--- src/hdl/trle_pkg.sv ---
// Shared types and constants of the transparent RLE row encoder.
// No dependencies.
`timescale 1ns / 1ps
`default_nettype none

package trle_pkg;

  localparam int CMD_FIFO_DEPTH = 4;

  typedef enum logic {
    RUN_TRANS,
    RUN_SOLID
  } run_kind_t;

  typedef struct packed {
    run_kind_t  kind;
    logic [7:0] count;
    logic       last;
  } run_cmd_t;

  typedef enum logic {
    BK_IDLE,
    BK_LIT
  } bk_state_t;

endpackage

`default_nettype wire

--- src/hdl/trle_ram.sv ---
// Generic single-write, single-read RAM with registered read data.
// No dependencies.
`timescale 1ns / 1ps
`default_nettype none

module trle_ram #(
  parameter int WIDTH = 8,
  parameter int DEPTH = 32,
  parameter int AW    = (DEPTH > 1) ? $clog2(DEPTH) : 1
) (
  input  logic             clk,
  input  logic             wr_en,
  input  logic [AW-1:0]    wr_addr,
  input  logic [WIDTH-1:0] wr_data,
  input  logic             rd_en,
  input  logic [AW-1:0]    rd_addr,
  output logic [WIDTH-1:0] rd_data
);

  logic [WIDTH-1:0] mem [DEPTH];

  always_ff @(posedge clk) begin
    if (wr_en) begin
      mem[wr_addr] <= wr_data;
    end
    if (rd_en) begin
      rd_data <= mem[rd_addr];
    end
  end

endmodule

`default_nettype wire

--- src/hdl/trle_cmd_fifo.sv ---
// Short run command queue between the front and back parts of the encoder.
// Depends on trle_pkg.
`timescale 1ns / 1ps
`default_nettype none

module trle_cmd_fifo
  import trle_pkg::*;
(
  input  logic     clk,
  input  logic     rst,
  input  logic     push,
  input  run_cmd_t din,
  output logic     full,
  input  logic     pop,
  output logic     empty,
  output run_cmd_t head
);

  localparam int PW = $clog2(CMD_FIFO_DEPTH);

  run_cmd_t        slots [CMD_FIFO_DEPTH];
  logic [PW-1:0]   wr_ptr;
  logic [PW-1:0]   rd_ptr;
  logic [PW:0]     fill;
  logic            do_push;
  logic            do_pop;

  assign full    = (fill == (PW+1)'(CMD_FIFO_DEPTH));
  assign empty   = (fill == '0);
  assign head    = slots[rd_ptr];
  assign do_push = push && !full;
  assign do_pop  = pop && !empty;

  always_ff @(posedge clk) begin
    if (do_push) begin
      slots[wr_ptr] <= din;
    end
  end

  always_ff @(posedge clk) begin
    if (rst) begin
      wr_ptr <= '0;
      rd_ptr <= '0;
      fill   <= '0;
    end else begin
      if (do_push) begin
        wr_ptr <= wr_ptr + 1'b1;
      end
      if (do_pop) begin
        rd_ptr <= rd_ptr + 1'b1;
      end
      if (do_push && !do_pop) begin
        fill <= fill + 1'b1;
      end else if (do_pop && !do_push) begin
        fill <= fill - 1'b1;
      end
    end
  end

endmodule

`default_nettype wire

--- src/hdl/trle_front.sv ---
// Front part: takes pixels, tracks runs and column, fills the literal
// buffer and issues run flush commands. Depends on trle_pkg.
`timescale 1ns / 1ps
`default_nettype none

module trle_front
  import trle_pkg::*;
#(
  parameter int ROW_WIDTH = 32,
  parameter int AW        = (ROW_WIDTH > 1) ? $clog2(ROW_WIDTH) : 1
) (
  input  logic          clk,
  input  logic          rst,
  input  logic          push,
  input  logic [7:0]    pixel,
  output logic          full,
  output logic          q_push,
  output run_cmd_t      q_din,
  input  logic          q_full,
  input  logic          solid_done,
  output logic          wr_en,
  output logic [AW-1:0] wr_addr,
  output logic [7:0]    wr_data
);

  localparam int CW = $clog2(ROW_WIDTH + 1);

  logic [CW-1:0] tcount, tcount_next;
  logic [CW-1:0] scount, scount_next;
  logic [CW-1:0] column, column_next;
  logic          solid_busy;
  logic          pend_valid;
  run_cmd_t      pend;
  logic          accept;
  logic          row_end;
  logic          a_valid, b_valid;
  run_cmd_t      cmd_a, cmd_b;
  logic          busy_set;

  assign full    = pend_valid || q_full || solid_busy;
  assign accept  = push && !full;
  assign row_end = (column == CW'(ROW_WIDTH - 1));
  assign wr_addr = AW'(scount);
  assign wr_data = pixel;

  always_comb begin
    a_valid     = 1'b0;
    b_valid     = 1'b0;
    cmd_a       = '0;
    cmd_b       = '0;
    tcount_next = tcount;
    scount_next = scount;
    column_next = column;
    wr_en       = 1'b0;
    busy_set    = 1'b0;
    if (accept) begin
      column_next = column + 1'b1;
      if (pixel != 8'd0) begin
        if (tcount != '0) begin
          a_valid    = 1'b1;
          cmd_a.kind  = RUN_TRANS;
          cmd_a.count = 8'(tcount);
        end
        tcount_next = '0;
        scount_next = scount + 1'b1;
        wr_en       = 1'b1;
      end else begin
        if (scount != '0) begin
          a_valid     = 1'b1;
          cmd_a.kind  = RUN_SOLID;
          cmd_a.count = 8'(scount);
          busy_set    = 1'b1;
        end
        scount_next = '0;
        tcount_next = tcount + 1'b1;
      end
      if (row_end) begin
        b_valid = 1'b1;
        cmd_b.last = 1'b1;
        if (pixel != 8'd0) begin
          cmd_b.kind  = RUN_SOLID;
          cmd_b.count = 8'(scount_next);
          busy_set    = 1'b1;
        end else begin
          cmd_b.kind  = RUN_TRANS;
          cmd_b.count = 8'(tcount_next);
        end
        tcount_next = '0;
        scount_next = '0;
        column_next = '0;
      end else begin
        cmd_a.last = 1'b1;
      end
    end
  end

  always_comb begin
    q_push = 1'b0;
    q_din  = cmd_b;
    if (pend_valid) begin
      q_push = !q_full;
      q_din  = pend;
    end else if (accept && a_valid) begin
      q_push = 1'b1;
      q_din  = cmd_a;
    end else if (accept && b_valid) begin
      q_push = 1'b1;
    end
  end

  always_ff @(posedge clk) begin
    if (accept && a_valid && b_valid) begin
      pend <= cmd_b;
    end
  end

  always_ff @(posedge clk) begin
    if (rst) begin
      tcount     <= '0;
      scount     <= '0;
      column     <= '0;
      solid_busy <= 1'b0;
      pend_valid <= 1'b0;
    end else begin
      tcount <= tcount_next;
      scount <= scount_next;
      column <= column_next;
      if (busy_set) begin
        solid_busy <= 1'b1;
      end else if (solid_done) begin
        solid_busy <= 1'b0;
      end
      if (accept && a_valid && b_valid) begin
        pend_valid <= 1'b1;
      end else if (pend_valid && !q_full) begin
        pend_valid <= 1'b0;
      end
    end
  end

endmodule

`default_nettype wire

--- src/hdl/trle_back.sv ---
// Back part: executes run commands, emitting count bytes and buffered
// literals into the output register. Depends on trle_pkg.
`timescale 1ns / 1ps
`default_nettype none

module trle_back
  import trle_pkg::*;
#(
  parameter int ROW_WIDTH = 32,
  parameter int AW        = (ROW_WIDTH > 1) ? $clog2(ROW_WIDTH) : 1
) (
  input  logic          clk,
  input  logic          rst,
  input  logic          q_empty,
  input  run_cmd_t      q_head,
  output logic          q_pop,
  output logic          rd_en,
  output logic [AW-1:0] rd_addr,
  input  logic [7:0]    rd_data,
  output logic          solid_done,
  output logic          empty,
  input  logic          pop,
  output logic [7:0]    out_byte,
  output logic          last
);

  bk_state_t     state, state_next;
  run_cmd_t      cmd, cmd_next;
  logic [AW-1:0] idx, idx_next;
  logic          out_valid;
  logic          slot_free;
  logic          out_load;
  logic [7:0]    byte_next;
  logic          last_next;
  logic          lit_final;

  assign empty     = !out_valid;
  assign slot_free = !out_valid || pop;
  assign lit_final = ((8'(idx) + 8'd1) == cmd.count);

  always_comb begin
    state_next = state;
    cmd_next   = cmd;
    idx_next   = idx;
    q_pop      = 1'b0;
    rd_en      = 1'b0;
    rd_addr    = idx;
    solid_done = 1'b0;
    out_load   = 1'b0;
    byte_next  = rd_data;
    last_next  = 1'b0;
    unique case (state)
      BK_IDLE: begin
        if (!q_empty && slot_free) begin
          q_pop    = 1'b1;
          out_load = 1'b1;
          if (q_head.kind == RUN_SOLID) begin
            byte_next  = q_head.count;
            rd_en      = 1'b1;
            rd_addr    = '0;
            idx_next   = '0;
            cmd_next   = q_head;
            state_next = BK_LIT;
          end else begin
            byte_next = 8'd0 - q_head.count;
            last_next = q_head.last;
          end
        end
      end
      BK_LIT: begin
        if (slot_free) begin
          out_load  = 1'b1;
          last_next = cmd.last && lit_final;
          if (lit_final) begin
            solid_done = 1'b1;
            state_next = BK_IDLE;
          end else begin
            idx_next = idx + 1'b1;
            rd_en    = 1'b1;
            rd_addr  = idx + 1'b1;
          end
        end
      end
      default: state_next = BK_IDLE;
    endcase
  end

  always_ff @(posedge clk) begin
    cmd <= cmd_next;
    idx <= idx_next;
    if (out_load) begin
      out_byte <= byte_next;
      last     <= last_next;
    end
  end

  always_ff @(posedge clk) begin
    if (rst) begin
      state     <= BK_IDLE;
      out_valid <= 1'b0;
    end else begin
      state <= state_next;
      if (out_load) begin
        out_valid <= 1'b1;
      end else if (pop) begin
        out_valid <= 1'b0;
      end
    end
  end

endmodule

`default_nettype wire

--- src/hdl/transparent_rle_row_encoder.sv ---
// Transparent run-length row encoder, top level.
// Depends on trle_pkg, trle_front, trle_cmd_fifo, trle_back, trle_ram.
//
// Usage: pixels go in through a queue-style port (push/full, taken when push
// is high and full low). Encoded bytes come out the same way (empty/pop): the
// oldest byte sits on out_byte/last while empty is low and leaves when pop is
// high. A row is ROW_WIDTH pixels, counted inside. A transparent run leaves as
// one negated count byte, a solid run as its count byte and then its pixels;
// last marks the final byte caused by one pixel.
// A run byte passes through the command queue and then the output register.
// Throughput: one pixel per cycle while only run state changes and full is
// low; output is one byte per cycle while pop is high and bytes are pending.
// A solid run of N pixels gives N+1 output bytes (count byte, then literals);
// full stays high from the pixel that ends it until its last literal is loaded.
// The command queue holds four run commands; full also rises when it fills, and
// after a row-end pixel that ends a run, until its second command is queued.
// Reset clears run counts, column, queue and output valid flag; no clearing
// pass is needed, so the block takes pixels in the first cycle after reset.
// A stalled output (pop low) holds its byte and backs up into the queue
// and then onto full.
`timescale 1ns / 1ps
`default_nettype none

module transparent_rle_row_encoder
  import trle_pkg::*;
#(
  parameter int ROW_WIDTH = 32
) (
  input  logic       clk,
  input  logic       rst,
  input  logic       push,
  input  logic [7:0] pixel,
  output logic       full,
  output logic       empty,
  input  logic       pop,
  output logic [7:0] out_byte,
  output logic       last
);

  localparam int AW = (ROW_WIDTH > 1) ? $clog2(ROW_WIDTH) : 1;

  logic          q_push, q_full, q_pop, q_empty;
  run_cmd_t      q_din, q_head;
  logic          solid_done;
  logic          wr_en, rd_en;
  logic [AW-1:0] wr_addr, rd_addr;
  logic [7:0]    wr_data, rd_data;

  trle_front #(.ROW_WIDTH(ROW_WIDTH), .AW(AW)) u_front (
    .clk        (clk),
    .rst        (rst),
    .push       (push),
    .pixel      (pixel),
    .full       (full),
    .q_push     (q_push),
    .q_din      (q_din),
    .q_full     (q_full),
    .solid_done (solid_done),
    .wr_en      (wr_en),
    .wr_addr    (wr_addr),
    .wr_data    (wr_data)
  );

  trle_cmd_fifo u_fifo (
    .clk   (clk),
    .rst   (rst),
    .push  (q_push),
    .din   (q_din),
    .full  (q_full),
    .pop   (q_pop),
    .empty (q_empty),
    .head  (q_head)
  );

  trle_ram #(.WIDTH(8), .DEPTH(ROW_WIDTH), .AW(AW)) u_lit_ram (
    .clk     (clk),
    .wr_en   (wr_en),
    .wr_addr (wr_addr),
    .wr_data (wr_data),
    .rd_en   (rd_en),
    .rd_addr (rd_addr),
    .rd_data (rd_data)
  );

  trle_back #(.ROW_WIDTH(ROW_WIDTH), .AW(AW)) u_back (
    .clk        (clk),
    .rst        (rst),
    .q_empty    (q_empty),
    .q_head     (q_head),
    .q_pop      (q_pop),
    .rd_en      (rd_en),
    .rd_addr    (rd_addr),
    .rd_data    (rd_data),
    .solid_done (solid_done),
    .empty      (empty),
    .pop        (pop),
    .out_byte   (out_byte),
    .last       (last)
  );

endmodule

`default_nettype wire

--- config.mk ---
export PLATFORM = sky130hd
export DESIGN_NAME = transparent_rle_row_encoder
export DESIGN_NICKNAME = d
export VERILOG_FILES = /design/src/hdl/trle_pkg.sv /design/src/hdl/trle_ram.sv /design/src/hdl/trle_cmd_fifo.sv /design/src/hdl/trle_front.sv /design/src/hdl/trle_back.sv /design/src/hdl/transparent_rle_row_encoder.sv
export SDC_FILE = /design/constraint.sdc
export NUM_CORES = 1
export LEC_CHECK = 0
export BUFFER_PORTS_ARGS = -buffer_cell sky130_fd_sc_hd__buf_2
export CAP_MARGIN = 10
export CORE_ASPECT_RATIO = 1.5
export CORE_MARGIN = 3
export CORE_UTILIZATION = 49
export CTS_CLUSTER_DIAMETER = 80
export CTS_CLUSTER_SIZE = 10
export DETAILED_ROUTE_END_ITERATION = 7
export HOLD_SLACK_MARGIN = 0.05
export PLACE_DENSITY = 0.75
export SETUP_SLACK_MARGIN = 0.2
export SYNTH_ARGS = -nofsm -noshare
export SYNTH_HDL_FRONTEND = slang
export SYNTH_SLANG_ARGS = --single-unit
--- constraint.sdc ---
create_clock -name clk -period 4.08 [get_ports clk]
set_input_delay 0.204 -clock clk [delete_from_list [all_inputs] [get_ports clk]]
set_output_delay 0.204 -clock clk [all_outputs]
set_load 0.01 [all_outputs]
==> PnR_summary.wiki, run 1 <==
{| class="wikitable"
! Metric !! Value
|-
| Run status || complete, no violations
|-
| Post-synthesis sequential area ratio || 67.2%
|-
| Yosys reg bits || 356
|-
| Type of element capturing the critical path || register
|-
| Number of max-capacitance violations reported || 0
|-
| Final HPWL DP || 25.8 mm
|-
| Synth-to-Final Area Change || 12.3%
|-
| Via count of the routed design || 10100
|-
| First-iteration detailed-routing DRC count || 1140
|-
| DIE HEIGHT || 223 µm
|-
| Max Freq || 270 MHz
|-
| Total number of placement rows || 78
|-
| Via density per instance || 6.00
|-
| Die Area || 33600 µm²
|-
| Post-synth design cell area || 15400 µm²
|-
| Antenna violations before repair || 0
|-
| Master of the slowest instance on the critical path || sky130_fd_sc_hd__dfxtp_1
|-
| Routability congestion estimate || 0.951
|-
| CP cell instances || ha_2 > xor2_1 > nor2_1 > and2_1 > a211oi_4 > a21oi_4 > clkinv_2 > buf_4 > buf_4 > nand3_1 > nand4_1 > a32oi_1 > a32oi_1
|-
| Dominant synthesized flop cell || sky130_fd_sc_hd__edfxtp_1
|-
| Via count of the first global-routing pass || 10100
|-
| Number of buffers inserted during clock tree synthesis || 41
|-
| Peak fanout along the critical path || 19
|-
| Synthesized area per cell || 12.7 µm²
|-
| Worst setup skew after layout || 0.0205 ns
|-
| Insertion delay of the later-clocked pin in the worst-skew pair || 0.54 ns
|-
| Maximum number of buffers from clock root to sink || 3
|-
| Largest net degree at the start of global routing || 79
|-
| Die width || 151 µm
|-
| Drt total wl || 38.9 mm
|-
| Num ports || 23
|-
| Worst flop-to-flop path startpoint || u_back.idx[0]
|-
| Final critical-path required period || 3.70 ns
|-
| Biggest cell delay along the critical path || 0.48 ns
|-
| Depth of the worst register-to-register path || 13
|-
| Data arrival, critical path || 3.96 ns
|-
| Setup Slack @ Placement || 0.239 ns
|-
| Post-Synthesis Net Count || 1241
|-
| Fin. Hold Viols || 0
|-
| DRT antenna net count || 0
|-
| Number of enable-type register cells in the synthesized netlist || 320
|-
| Unrepaired setup endpoints after global routing || no
|-
| Layout Nets || 1284
|-
| Hold slack final || 0.172 ns
|-
| FF-to-FF setup slack || 0.38 ns
|-
| Classification of the worst setup path || reg -> reg
|-
| Wire length of the first global-routing pass || 58.9 mm
|-
| Fraction of final layout cells sized beyond drive strength 1 || 11.5%
|-
| Number of input and output port buffers inserted || 22
|-
| Initial core utilization || 50.3%
|-
| Post-CTS setup buffers || 0
|-
| Total clock sinks || 356
|-
| Count of mapped cells out of synthesis || 1214
|-
| GRT Residual Overflow || 0
|-
| Antenna fix cells || 0
|-
| Clock-pin slew of the registers on the worst-case setup and hold paths || 0.06 ns
|-
| Final max-slew violation count || 0
|-
| Slew margin rel. || 33.8%
|-
| Transition time at the pin with the least slew margin || 0.984 ns
|-
| Core outline area || 30500 µm²
|-
| Layout fillers || 2433
|-
| Hold path depth || 5
|-
| Setup TNS || 0 ns
|-
| Distinct cells, synth || 63
|-
| Startpoint Class || register
|-
| Period Utilization, post-route || 90.7%
|-
| Power Density || 637 nW/µm²
|-
| Final-report setup violation count || 0
|-
| Hold worst-path end || u_front.scount[3]
|-
| Remaining design rule violation count || 0
|-
| Class of the tightest hold or removal check || in -> reg
|-
| Max H-tree Level || 2
|-
| Drt pass-1 iters || 8
|-
| Root buffer cell || sky130_fd_sc_hd__clkbuf_16
|-
| Aggregate global-route resource usage || 23.2%
|-
| Yosys warning count || 0
|-
| Capturing point of the worst reg2reg path || u_lit_ram.rd_data[0]
|-
| Smallest setup slack after layout || 0.380 ns
|-
| Required time at the worst-slack endpoint || 4.34 ns
|-
| TritonCTS clock tree || done
|-
| Final core utilization || 56.5%
|-
| Leak pwr || 6.03 nW
|-
| Fraction of registers with async set or reset after synthesis || 0%
|-
| Post-DR wirelength/cell || 23.0 µm
|-
| Startpoint of the tightest hold check path || push
|-
| Worst supply voltage drop on vdd || 0.504 mV
|}
## critical path, delay by kind of cell, from the launching register on
| family | cells | cell delay (ns) |
|---|---|---|
| xor+xnor | 1 | 0.15 |
| compound gates | 4 | 0.75 |
| fa+ha+maj | 1 | 0.37 |
| flops | 1 | 0.48 |
| buf+inv | 3 | 0.79 |
| simple gates | 4 | 0.85 |
## sequential cells by signal, indices dropped and copies added (netlist names), named ones only
signal	cells
u_fifo.rd_ptr	2
u_front.pend	8
u_back.last	1
u_front.solid_busy	1
u_fifo.wr_ptr	2
u_fifo.fill	3
u_back.out_valid	1
u_back.cmd	7
u_back.out_byte	8
u_lit_ram.rd_data	8
u_front.tcount	6
u_lit_ram.mem	256
u_back.idx	5
u_front.column	6
u_front.pend_valid	1
u_fifo.slots	32
u_back.state	1
u_front.scount	6
## report_power, final
group          switching (mW)  total [mW]  internal [mW]  leakage (nW)
combinational            2.15        3.21           1.06          2.20
sequential              0.171        4.43           4.26          3.25
clock                    1.36        3.36           2.00         0.583
## layout make-up
class,instances,area [µm²],share of cell area [%]
clock buffer,75,1220,7.05
clock inverter,1,8.76,0.0507
inverter,59,225,1.30
multi-input combinational,728,4470,25.9
sequential,356,10300,59.8
tap,400,500,2.90
timing repair buffer,71,509,2.95
## per-stage QoR
stage | area (µm²) | total power, mW | std cells
2_1_floorplan | 15400 | 6.62 | 1214
6_report | 17300 | 11.0 | 1690
5_1_grt | 17300 | 11.4 | 1690
3_5_place_dp | 16000 | 7.63 | 1613
3_3_place_gp | 16000 | 7.61 | 1613
4_1_cts | 17200 | 11.0 | 1690
## layout by cell type (no fill, tap or decap), drive strengths merged, types with 2 or more instances in the layout
cell,instances
nand2b,2
nor3,11
o21ai,13
a22oi,6
edfxtp,320
a221o,6
mux2,3
clkbuf,75
a31oi,10
and2,11
xnor2,17
a221oi,11
a21o,2
nor3b,3
or3b,2
a211oi,52
nor2b,4
nand2,179
mux2i,32
inv,59
and3,2
and4,2
nand4,26
nor4,4
o31ai,2
buf,70
xor2,13
ha,14
or3,5
a21oi,59
dfxtp,36
a32oi,30
a311oi,8
nor2,110
nand3b,17
mux4,8
nand3,55
## routing by layer
layer | track usage [%] | share of wire [%] | vias to the layer above
met5 | 0 | 0 | -
met4 | 10.8 | 5.0 | 0
met3 | 3.82 | 6.1 | 113
met2 | 40.7 | 52 | 456
met1 | 27.7 | 36 | 4965
li1 | - | - | 4603
## kinds of logic (layout without fill, tap and decap cells)
group,count (synthesis),in the layout,synth area share [%]
fa+ha+maj,15,15,1.27
buf+inv,130,206,3.91
mux,43,43,3.48
xor+xnor,30,30,1.76
flops,356,356,67.2
simple gates,434,434,12.8
compound gates,206,206,9.59
## repair_timing
item | 4_1_cts | 5_1_grt
setup endpoints to repair | 0 | 8
gates resized for setup | 0 | 7
endpoints found under the hold margin | 1 | 0
hold buffers | 1 | 0
## Yosys cell counts, drive strengths merged (3+ instances only)
cell | number | share of area, %
a211oi | 52 | 2.6
a21oi | 59 | 2.0
a221o | 6 | 0.39
a221oi | 11 | 0.67
a22oi | 6 | 0.29
a311oi | 8 | 0.46
a31oi | 10 | 0.41
a32oi | 30 | 1.7
and2 | 11 | 0.45
buf | 46 | 1.8
clkbuf | 25 | 0.62
dfxtp | 36 | 4.7
edfxtp | 320 | 63
ha | 14 | 1.1
inv | 59 | 1.4
mux2 | 3 | 0.22
mux2i | 32 | 2.1
mux4 | 8 | 1.2
nand2 | 179 | 4.4
nand3 | 55 | 1.8
nand3b | 17 | 0.83
nand4 | 26 | 1.1
nor2 | 110 | 2.7
nor2b | 4 | 0.16
nor3 | 11 | 0.39
nor3b | 3 | 0.15
nor4 | 4 | 0.16
o21ai | 13 | 0.45
or3 | 5 | 0.20
xnor2 | 17 | 0.97
xor2 | 13 | 0.79
## worst max-delay path by stage
| stage | startpoint | end | depth (start not counted) |
|---|---|---|---|
| after CTS | u_back.idx[0] | u_lit_ram.rd_data[1] | 12 |
| after global routing | u_back.idx[0] | u_lit_ram.rd_data[1] | 12 |
| after floorplan | u_front.scount[0] | u_fifo.fill[2] | 12 |
| after global placement | u_back.idx[0] | u_lit_ram.rd_data[1] | 12 |
| final | u_back.idx[0] | u_lit_ram.rd_data[0] | 13 |
| after detailed placement | u_back.idx[0] | u_lit_ram.rd_data[1] | 12 |
(Power assumes the default switching activity.)
==> run 2, diff against run 1 <==
--- a/config.mk
+++ b/config.mk
@@ -14,8 +14,10 @@
 export CTS_CLUSTER_SIZE = 10
 export DETAILED_ROUTE_END_ITERATION = 7
 export HOLD_SLACK_MARGIN = 0.05
+export MAX_ROUTING_LAYER = met4
 export PLACE_DENSITY = 0.75
 export SETUP_SLACK_MARGIN = 0.2
+export SLEW_MARGIN = 20
 export SYNTH_ARGS = -nofsm -noshare
 export SYNTH_HDL_FRONTEND = slang
 export SYNTH_SLANG_ARGS = --single-unit
==> run 2 against run 1 <==
Effect of this change: utilization about the same; sequential power about the same; total power about the same; clock-buffer cell count decreased by 2; non-clock buffer count increased by 1; combinational power about the same; clock power about the same; maximum frequency increased by 1.5%; hold slack got worse by 0.015 ns.
==> PnR_summary.wiki, run 2 (synthesized netlist as in run 1, its figures left out) <==
{| class="wikitable"
! Metric !! Value
|-
| Run status || complete, no violations
|-
| Crit path top cell by count || sky130_fd_sc_hd__buf_4
|-
| Post-CTS setup buffers || 0 (unchanged)
|-
| Number of max-capacitance violations reported || 0 (unchanged)
|-
| Most frequent standard cell in the layout excluding fill and tap cells || sky130_fd_sc_hd__edfxtp_1
|-
| Insertion delay of the later-clocked pin in the worst-skew pair || 0.55 ns (about the same)
|-
| Post-DP Area || 16000 µm² (+0.12%)
|-
| Layout fillers || 2411 (-0.90%)
|-
| GRT Residual Overflow || 0 (unchanged)
|-
| Final-report setup violation count || 0 (unchanged)
|-
| Fin. Hold Viols || 0 (unchanged)
|-
| Registers with the most flip-flops || u_lit_ram.mem: 256 flops, u_fifo.slots: 32 flops
|-
| Final max-slew violation count || 0 (unchanged)
|-
| Depth of the worst register-to-register path || 12 (-1)
|-
| Antenna violations before repair || 0 (unchanged)
|-
| Biggest cell delay along the critical path || 0.49 ns (about the same)
|-
| Leak pwr || 6.03 nW (about the same)
|-
| Capturing point of the worst reg2reg path || u_lit_ram.rd_data[5]
|-
| Period Utilization, post-route || 89.4% (-1.3 points)
|-
| Power Density || 637 nW/µm² (about the same)
|-
| Initial core utilization || 50.3% (unchanged)
|-
| Classification of the worst setup path || reg -> reg
|-
| Num ports || 23 (unchanged)
|-
| WP buf/inv || 2 (-1)
|-
| Worst flop-to-flop path startpoint || u_back.idx[0]
|-
| Setup TNS || 0 ns (unchanged)
|-
| Die width || 151 µm (unchanged)
|-
| Area used by multi-input combinational logic || 4470 µm² (about the same)
|-
| Final HPWL DP || 25.4 mm (-1.7%)
|-
| Transition time at the pin with the least slew margin || 1.09 ns (+0.102 ns)
|-
| Wire length of the first global-routing pass || 58.2 mm (-1.2%)
|-
| Aggregate global-route resource usage || 23.6% (+0.43 points)
|-
| Hold worst-path end || u_fifo.wr_ptr[1]
|-
| CP startpoint || u_back.idx[0]
|-
| DRT antenna net count || 0 (unchanged)
|-
| Post-DR wirelength/cell || 22.8 µm (-0.78%)
|-
| Max Freq || 274 MHz (+1.5%)
|-
| Number of input and output port buffers inserted || 22 (unchanged)
|-
| Drt pass-1 iters || 6 (-2)
|-
| Startpoint Class || register
|-
| Max FFs per register || 256 (unchanged)
|-
| Total number of placement rows || 78 (unchanged)
|-
| Required time at the worst-slack endpoint || 4.47 ns (+0.13 ns)
|-
| Type of element capturing the critical path || register
|-
| Max H-tree Level || 2 (unchanged)
|-
| Largest delay share family, worst path || simple AND/OR/NAND/NOR gates
|-
| Register with the highest flop count || u_lit_ram.mem
|-
| Clock-pin slew of the registers on the worst-case setup and hold paths || 0.05 ns (about the same)
|-
| Hold path depth || 2 (-3)
|-
| Master of the slowest instance on the critical path || sky130_fd_sc_hd__dfxtp_1
|-
| Largest net degree at the start of global routing || 50 (-37%)
|-
| Number of buffers inserted during clock tree synthesis || 41 (unchanged)
|-
| Data arrival, critical path || 4.04 ns (+0.08 ns)
|-
| DIE HEIGHT || 223 µm (unchanged)
|-
| Via density per instance || 5.97 (-0.54%)
|-
| FF-to-FF setup slack || 0.43 ns (+0.05 ns)
|-
| TritonCTS clock tree || done
|-
| First-iteration detailed-routing DRC count || 975 (-14%)
|-
| Worst setup skew after layout || 0.0272 ns (+0.00672 ns)
|-
| Final core utilization || 56.5% (about the same)
|-
| CP cell instances || ha_1 > nand3_2 > xnor2_1 > and4_2 > a211oi_4 > a21oi_4 > buf_4 > buf_4 > nand2_1 > a31oi_1 > nand4_1 > a32oi_1
|-
| Unrepaired setup endpoints after global routing || no
|-
| Register area || 10300 µm² (unchanged)
|-
| Die Area || 33600 µm² (unchanged)
|-
| Peak fanout along the critical path || 26 (+7)
|-
| Via count of the first global-routing pass || 9842 (-2.3%)
|-
| Antenna fix cells || 0 (unchanged)
|-
| Drt total wl || 38.6 mm (-0.73%)
|-
| Commonest cells after routing, fill and taps aside || sky130_fd_sc_hd__edfxtp_1 (320), sky130_fd_sc_hd__nand2_1 (177), sky130_fd_sc_hd__nor2_1 (108), sky130_fd_sc_hd__a21oi_1 (57), sky130_fd_sc_hd__inv_1 (57)
|-
| Core outline area || 30500 µm² (unchanged)
|-
| Root buffer cell || sky130_fd_sc_hd__clkbuf_16
|-
| Class of the tightest hold or removal check || in -> reg
|-
| Routability congestion estimate || 1.03 (+8.3%)
|-
| Total clock sinks || 356 (unchanged)
|-
| Synth-to-Final Area Change || 12.3% (about the same)
|-
| Slew margin rel. || 26.9% (-6.9 points)
|-
| Design Area, Final || 17300 µm² (about the same)
|-
| Final critical-path required period || 3.65 ns (-0.0540 ns)
|-
| Maximum number of buffers from clock root to sink || 3 (unchanged)
|-
| Startpoint of the tightest hold check path || rst
|-
| Remaining design rule violation count || 0 (unchanged)
|-
| Via count of the routed design || 10100 (-0.48%)
|-
| Layout Nets || 1285 (+0.078%)
|-
| Fraction of final layout cells sized beyond drive strength 1 || 11.5% (about the same)
|-
| Worst supply voltage drop on vdd || 0.422 mV (-16%)
|}
## run 2: changes by cell type in the layout (fill, tap and decap cells not counted)
cell / previous run / this run
sky130_fd_sc_hd__inv_2: 0 / 1
sky130_fd_sc_hd__clkinv_8: 0 / 2
sky130_fd_sc_hd__inv_4: 1 / 0
sky130_fd_sc_hd__buf_12: 2 / 3
sky130_fd_sc_hd__ha_2: 1 / 0
sky130_fd_sc_hd__ha_1: 13 / 14
sky130_fd_sc_hd__clkbuf_16: 44 / 42
## run 2: worst max-delay path by stage
stage	end	slack, ns	depth (start not counted)
finish	u_lit_ram.rd_data[5]	0.43	12
detailed placement	u_fifo.fill[2]	0.38	14
global placement	u_lit_ram.rd_data[6]	0.44	12
global route	u_lit_ram.rd_data[5]	0.25	12
CTS	u_lit_ram.rd_data[0]	0.38	12
floorplan	u_fifo.fill[2]	1.17	12
## run 2: timing repair
| action | CTS | global route |
|---|---|---|
| resized for setup | 0 | 4 |
| hold endpoints to repair | 1 | 0 |
| endpoints found under the setup margin | 0 | 7 |
| hold buffers | 1 | 0 |
## run 2: cell type report
cell class,count,area share (%)
Timing Repair Buffer,72,3.07
Tap cell,400,2.90
Clock inverter,3,0.239
Sequential cell,356,59.8
Multi-Input combinational cell,728,25.9
Clock buffer,73,6.76
Inverter,59,1.29
## run 2: per-stage QoR
step / power (mW) / setup WS (ns) / std cells / hold slack [ns]
2_1_floorplan: 6.62 / 1.17 / 1214 / 0.303
3_3_place_gp: 7.64 / 0.441 / 1614 / 0.456
3_5_place_dp: 7.67 / 0.379 / 1614 / 0.467
4_1_cts: 11.0 / 0.380 / 1691 / 0.144
5_1_grt: 11.4 / 0.250 / 1691 / 0.201
6_report: 11.0 / 0.434 / 1691 / 0.157
## run 2: routing by layer
metal | vias up | track usage (%) | part of all wire [%]
met4 | 0 | 10.7 | 4.9
met5 | - | - | 0
li1 | 4610 | - | -
met2 | 456 | 41.2 | 53
met3 | 106 | 2.91 | 6.0
met1 | 4916 | 27.1 | 36
## run 2: power by group
part | switching [mW] | leakage [nW] | internal [mW]
Clock | 1.39 | 0.572 | 1.94
Sequential | 0.169 | 3.25 | 4.26
Combinational | 2.17 | 2.21 | 1.06
Total | 3.73 | 6.03 | 7.25
==> run 3, diff against run 2 <==
--- a/config.mk
+++ b/config.mk
@@ -9,13 +9,13 @@
 export CAP_MARGIN = 10
 export CORE_ASPECT_RATIO = 1.5
 export CORE_MARGIN = 3
-export CORE_UTILIZATION = 49
+export CORE_UTILIZATION = 35
 export CTS_CLUSTER_DIAMETER = 80
 export CTS_CLUSTER_SIZE = 10
 export DETAILED_ROUTE_END_ITERATION = 7
 export HOLD_SLACK_MARGIN = 0.05
 export MAX_ROUTING_LAYER = met4
-export PLACE_DENSITY = 0.75
+export PLACE_DENSITY = 0.59
 export SETUP_SLACK_MARGIN = 0.2
 export SLEW_MARGIN = 20
 export SYNTH_ARGS = -nofsm -noshare
==> run 3 against run 2 <==
Effect of this change: cell area up 1.8%; sequential share of layout area shrank 1.1 points; worst setup slack lost 0.096 ns; die area is 39% higher; routed wire length up 4.7%; sequential power barely moved; critical path type unchanged; highest routed layer unchanged.
==> PnR_summary.wiki, run 3 (synthesized netlist as in run 1, its figures left out) <==
{| class="wikitable"
! Metric !! Value
|-
| Smallest setup slack after layout || 0.337 ns (-0.0964 ns)
|-
| Post-DR wirelength/cell || 21.6 µm (-5.2%)
|-
| CP startpoint || u_back.idx[0]
|-
| Required time at the worst-slack endpoint || 4.48 ns (about the same)
|-
| Number of max-capacitance violations reported || 0 (unchanged)
|-
| Drt total wl || 40.4 mm (+4.7%)
|-
| Antenna violations before repair || 0 (unchanged)
|-
| Fraction of final layout cells sized beyond drive strength 1 || 12.6% (+1.2 points)
|-
| Wire length of the first global-routing pass || 61.1 mm (+4.9%)
|-
| Run status || complete, no violations
|-
| Leak pwr || 6.11 nW (+1.2%)
|-
| Transition time at the pin with the least slew margin || 0.891 ns (-0.195 ns)
|-
| GRT Residual Overflow || 0 (unchanged)
|-
| Insertion delay of the later-clocked pin in the worst-skew pair || 0.56 ns (about the same)
|-
| Final max-slew violation count || 0 (unchanged)
|-
| Total number of placement rows || 93 (+19%)
|-
| Aggregate global-route resource usage || 17.7% (-5.9 points)
|-
| Classification of the worst setup path || reg -> reg
|-
| Via count of the routed design || 10100 (+0.050%)
|-
| Class of the tightest hold or removal check || in -> reg
|-
| Synth-to-Final Area Change || 14.3%
|-
| DRT antenna net count || 0 (unchanged)
|-
| Fin. Hold Viols || 0 (unchanged)
|-
| Unrepaired setup endpoints after global routing || yes
|-
| Data arrival, critical path || 4.14 ns (+0.10 ns)
|-
| Layout Nets || 1299 (+1.1%)
|-
| Setup Slack @ Placement || 0.190 ns (-0.189 ns)
|-
| Number of input and output port buffers inserted || 22 (unchanged)
|-
| Root buffer cell || sky130_fd_sc_hd__clkbuf_16
|-
| Initial core utilization || 35.6% (-15 points)
|-
| Max Freq || 267 MHz (-2.6%)
|-
| Slew margin rel. || 40.1% (+13 points)
|-
| Clock-pin slew of the registers on the worst-case setup and hold paths || 0.06 ns (about the same)
|-
| Commonest cells after routing, fill and taps aside || sky130_fd_sc_hd__edfxtp_1 (320), sky130_fd_sc_hd__nand2_1 (177), sky130_fd_sc_hd__nor2_1 (107), sky130_fd_sc_hd__buf_4 (59)
|-
| Worst flop-to-flop path startpoint || u_back.idx[0]
|-
| Total clock sinks || 356 (unchanged)
|-
| Max FFs per register || 256 (unchanged)
|-
| Num ports || 23 (unchanged)
|-
| Power Density || 626 nW/µm² (-1.7%)
|-
| Registers with the most flip-flops || u_lit_ram.mem: 256 flops, u_fifo.slots: 32 flops
|-
| Period Utilization, post-route || 91.7% (+2.4 points)
|-
| Core outline area || 43200 µm² (+41%)
|-
| Type of element capturing the critical path || register
|-
| Startpoint of the tightest hold check path || rst
|-
| Max H-tree Level || 2 (unchanged)
|-
| Final HPWL DP || 26.8 mm (+5.3%)
|-
| Most frequent standard cell in the layout excluding fill and tap cells || sky130_fd_sc_hd__edfxtp_1
|-
| Register with the highest flop count || u_lit_ram.mem
|-
| Die width || 177 µm (+18%)
|-
| Maximum number of buffers from clock root to sink || 3 (unchanged)
|-
| Via density per instance || 5.41 (-9.4%)
|-
| Total power draw || 11.0 mW (about the same)
|-
| Antenna fix cells || 0 (unchanged)
|-
| Final-report setup violation count || 0 (unchanged)
|-
| TritonCTS clock tree || done
|-
| First-iteration detailed-routing DRC count || 921 (-5.5%)
|-
| Worst setup skew after layout || 0.0263 ns (-0.000892 ns)
|-
| Remaining design rule violation count || 0 (unchanged)
|-
| Largest net degree at the start of global routing || 50 (unchanged)
|-
| Via count of the first global-routing pass || 9872 (+0.30%)
|-
| Die Area || 46500 µm² (+39%)
|-
| DIE HEIGHT || 263 µm (+18%)
|-
| Final critical-path required period || 3.74 ns (+0.0964 ns)
|-
| Startpoint Class || register
|-
| Setup TNS || 0 ns (unchanged)
|-
| Drt pass-1 iters || 6 (unchanged)
|-
| Routability congestion estimate || 0.885 (-14%)
|-
| Peak fanout along the critical path || 41 (+58%)
|-
| Number of buffers inserted during clock tree synthesis || 41 (unchanged)
|-
| Worst supply voltage drop on vdd || 0.319 mV (-25%)
|}
==> run 3: cell types whose count changed in the layout (fill, tap and decap cells not counted), sizes merged <==
| cell | change |
|---|---|
| clkbuf | -9 |
| buf | +14 |
| inv | +1 |
==> run 3: critical path: stages (launching register included) <==
cell	delay (ns)
sky130_fd_sc_hd__dfxtp_1	0.50
sky130_fd_sc_hd__ha_1	0.39
sky130_fd_sc_hd__xor2_1	0.23
sky130_fd_sc_hd__xnor2_1	0.16
sky130_fd_sc_hd__nand4_1	0.23
sky130_fd_sc_hd__o21ai_2	0.26
sky130_fd_sc_hd__buf_4	0.45
sky130_fd_sc_hd__or3_1	0.18
sky130_fd_sc_hd__a31oi_1	0.08
sky130_fd_sc_hd__buf_4	0.20
sky130_fd_sc_hd__a221oi_1	0.53
sky130_fd_sc_hd__nor2_1	0.14
sky130_fd_sc_hd__a32oi_1	0.23
==> run 3: report_power, final <==
group	internal, mW	switching [mW]
sequential	4.26	0.156
clock	1.88	1.43
combinational	1.07	2.20
==> run 3: final timing paths <==
| kind | slack, ns | cells after the start | to |
|---|---|---|---|
| min | 0.16 | 2 | u_front.column[2] |
| min reg2reg | 0.47 | 2 | u_front.column[5] |
| max reg2reg | 0.34 | 12 | u_lit_ram.rd_data[2] |
| max | 0.34 | 12 | u_lit_ram.rd_data[2] |
==> run 3: final cells by class <==
class	instances	area [µm²]
multi-input combinational	728	4490
tap	570	713
sequential	356	10300
clock inverter	4	71.3
timing repair buffer	86	634
inverter	59	221
clock buffer	64	1110
fill	3967	25600
==> run 3: stage by stage <==
stage / std cells / cell area, µm² / util (%) / hold WS (ns)
2_1_floorplan: 1214 / 15400 / - / 0.303
3_3_place_gp: 1798 / 16400 / 37.9 / 0.454
3_5_place_dp: 1798 / 16400 / 37.9 / 0.463
4_1_cts: 1867 / 17600 / 40.7 / 0.146
5_1_grt: 1867 / 17600 / 40.7 / 0.186
6_report: 1867 / 17600 / 40.7 / 0.157
==> run 3: metal layers <==
metal | up-vias | wire [µm] | part of all wire [%] | GRT usage, %
li1 | 4626 | - | - | -
met1 | 5057 | 15600 | 39 | 20.4
met2 | 316 | 21000 | 52 | 30.7
met3 | 94 | 1800 | 4.5 | 2.39
met4 | 0 | 1970 | 4.9 | 7.73
met5 | - | 0 | 0 | -
==> run 3: timing repair <==
action,CTS,global route
resized for setup,1,2
endpoints found under the hold margin,1,0
pin swaps,0,0
buffers inserted,0,0
hold buffers,1,0
setup endpoints to repair,1,6
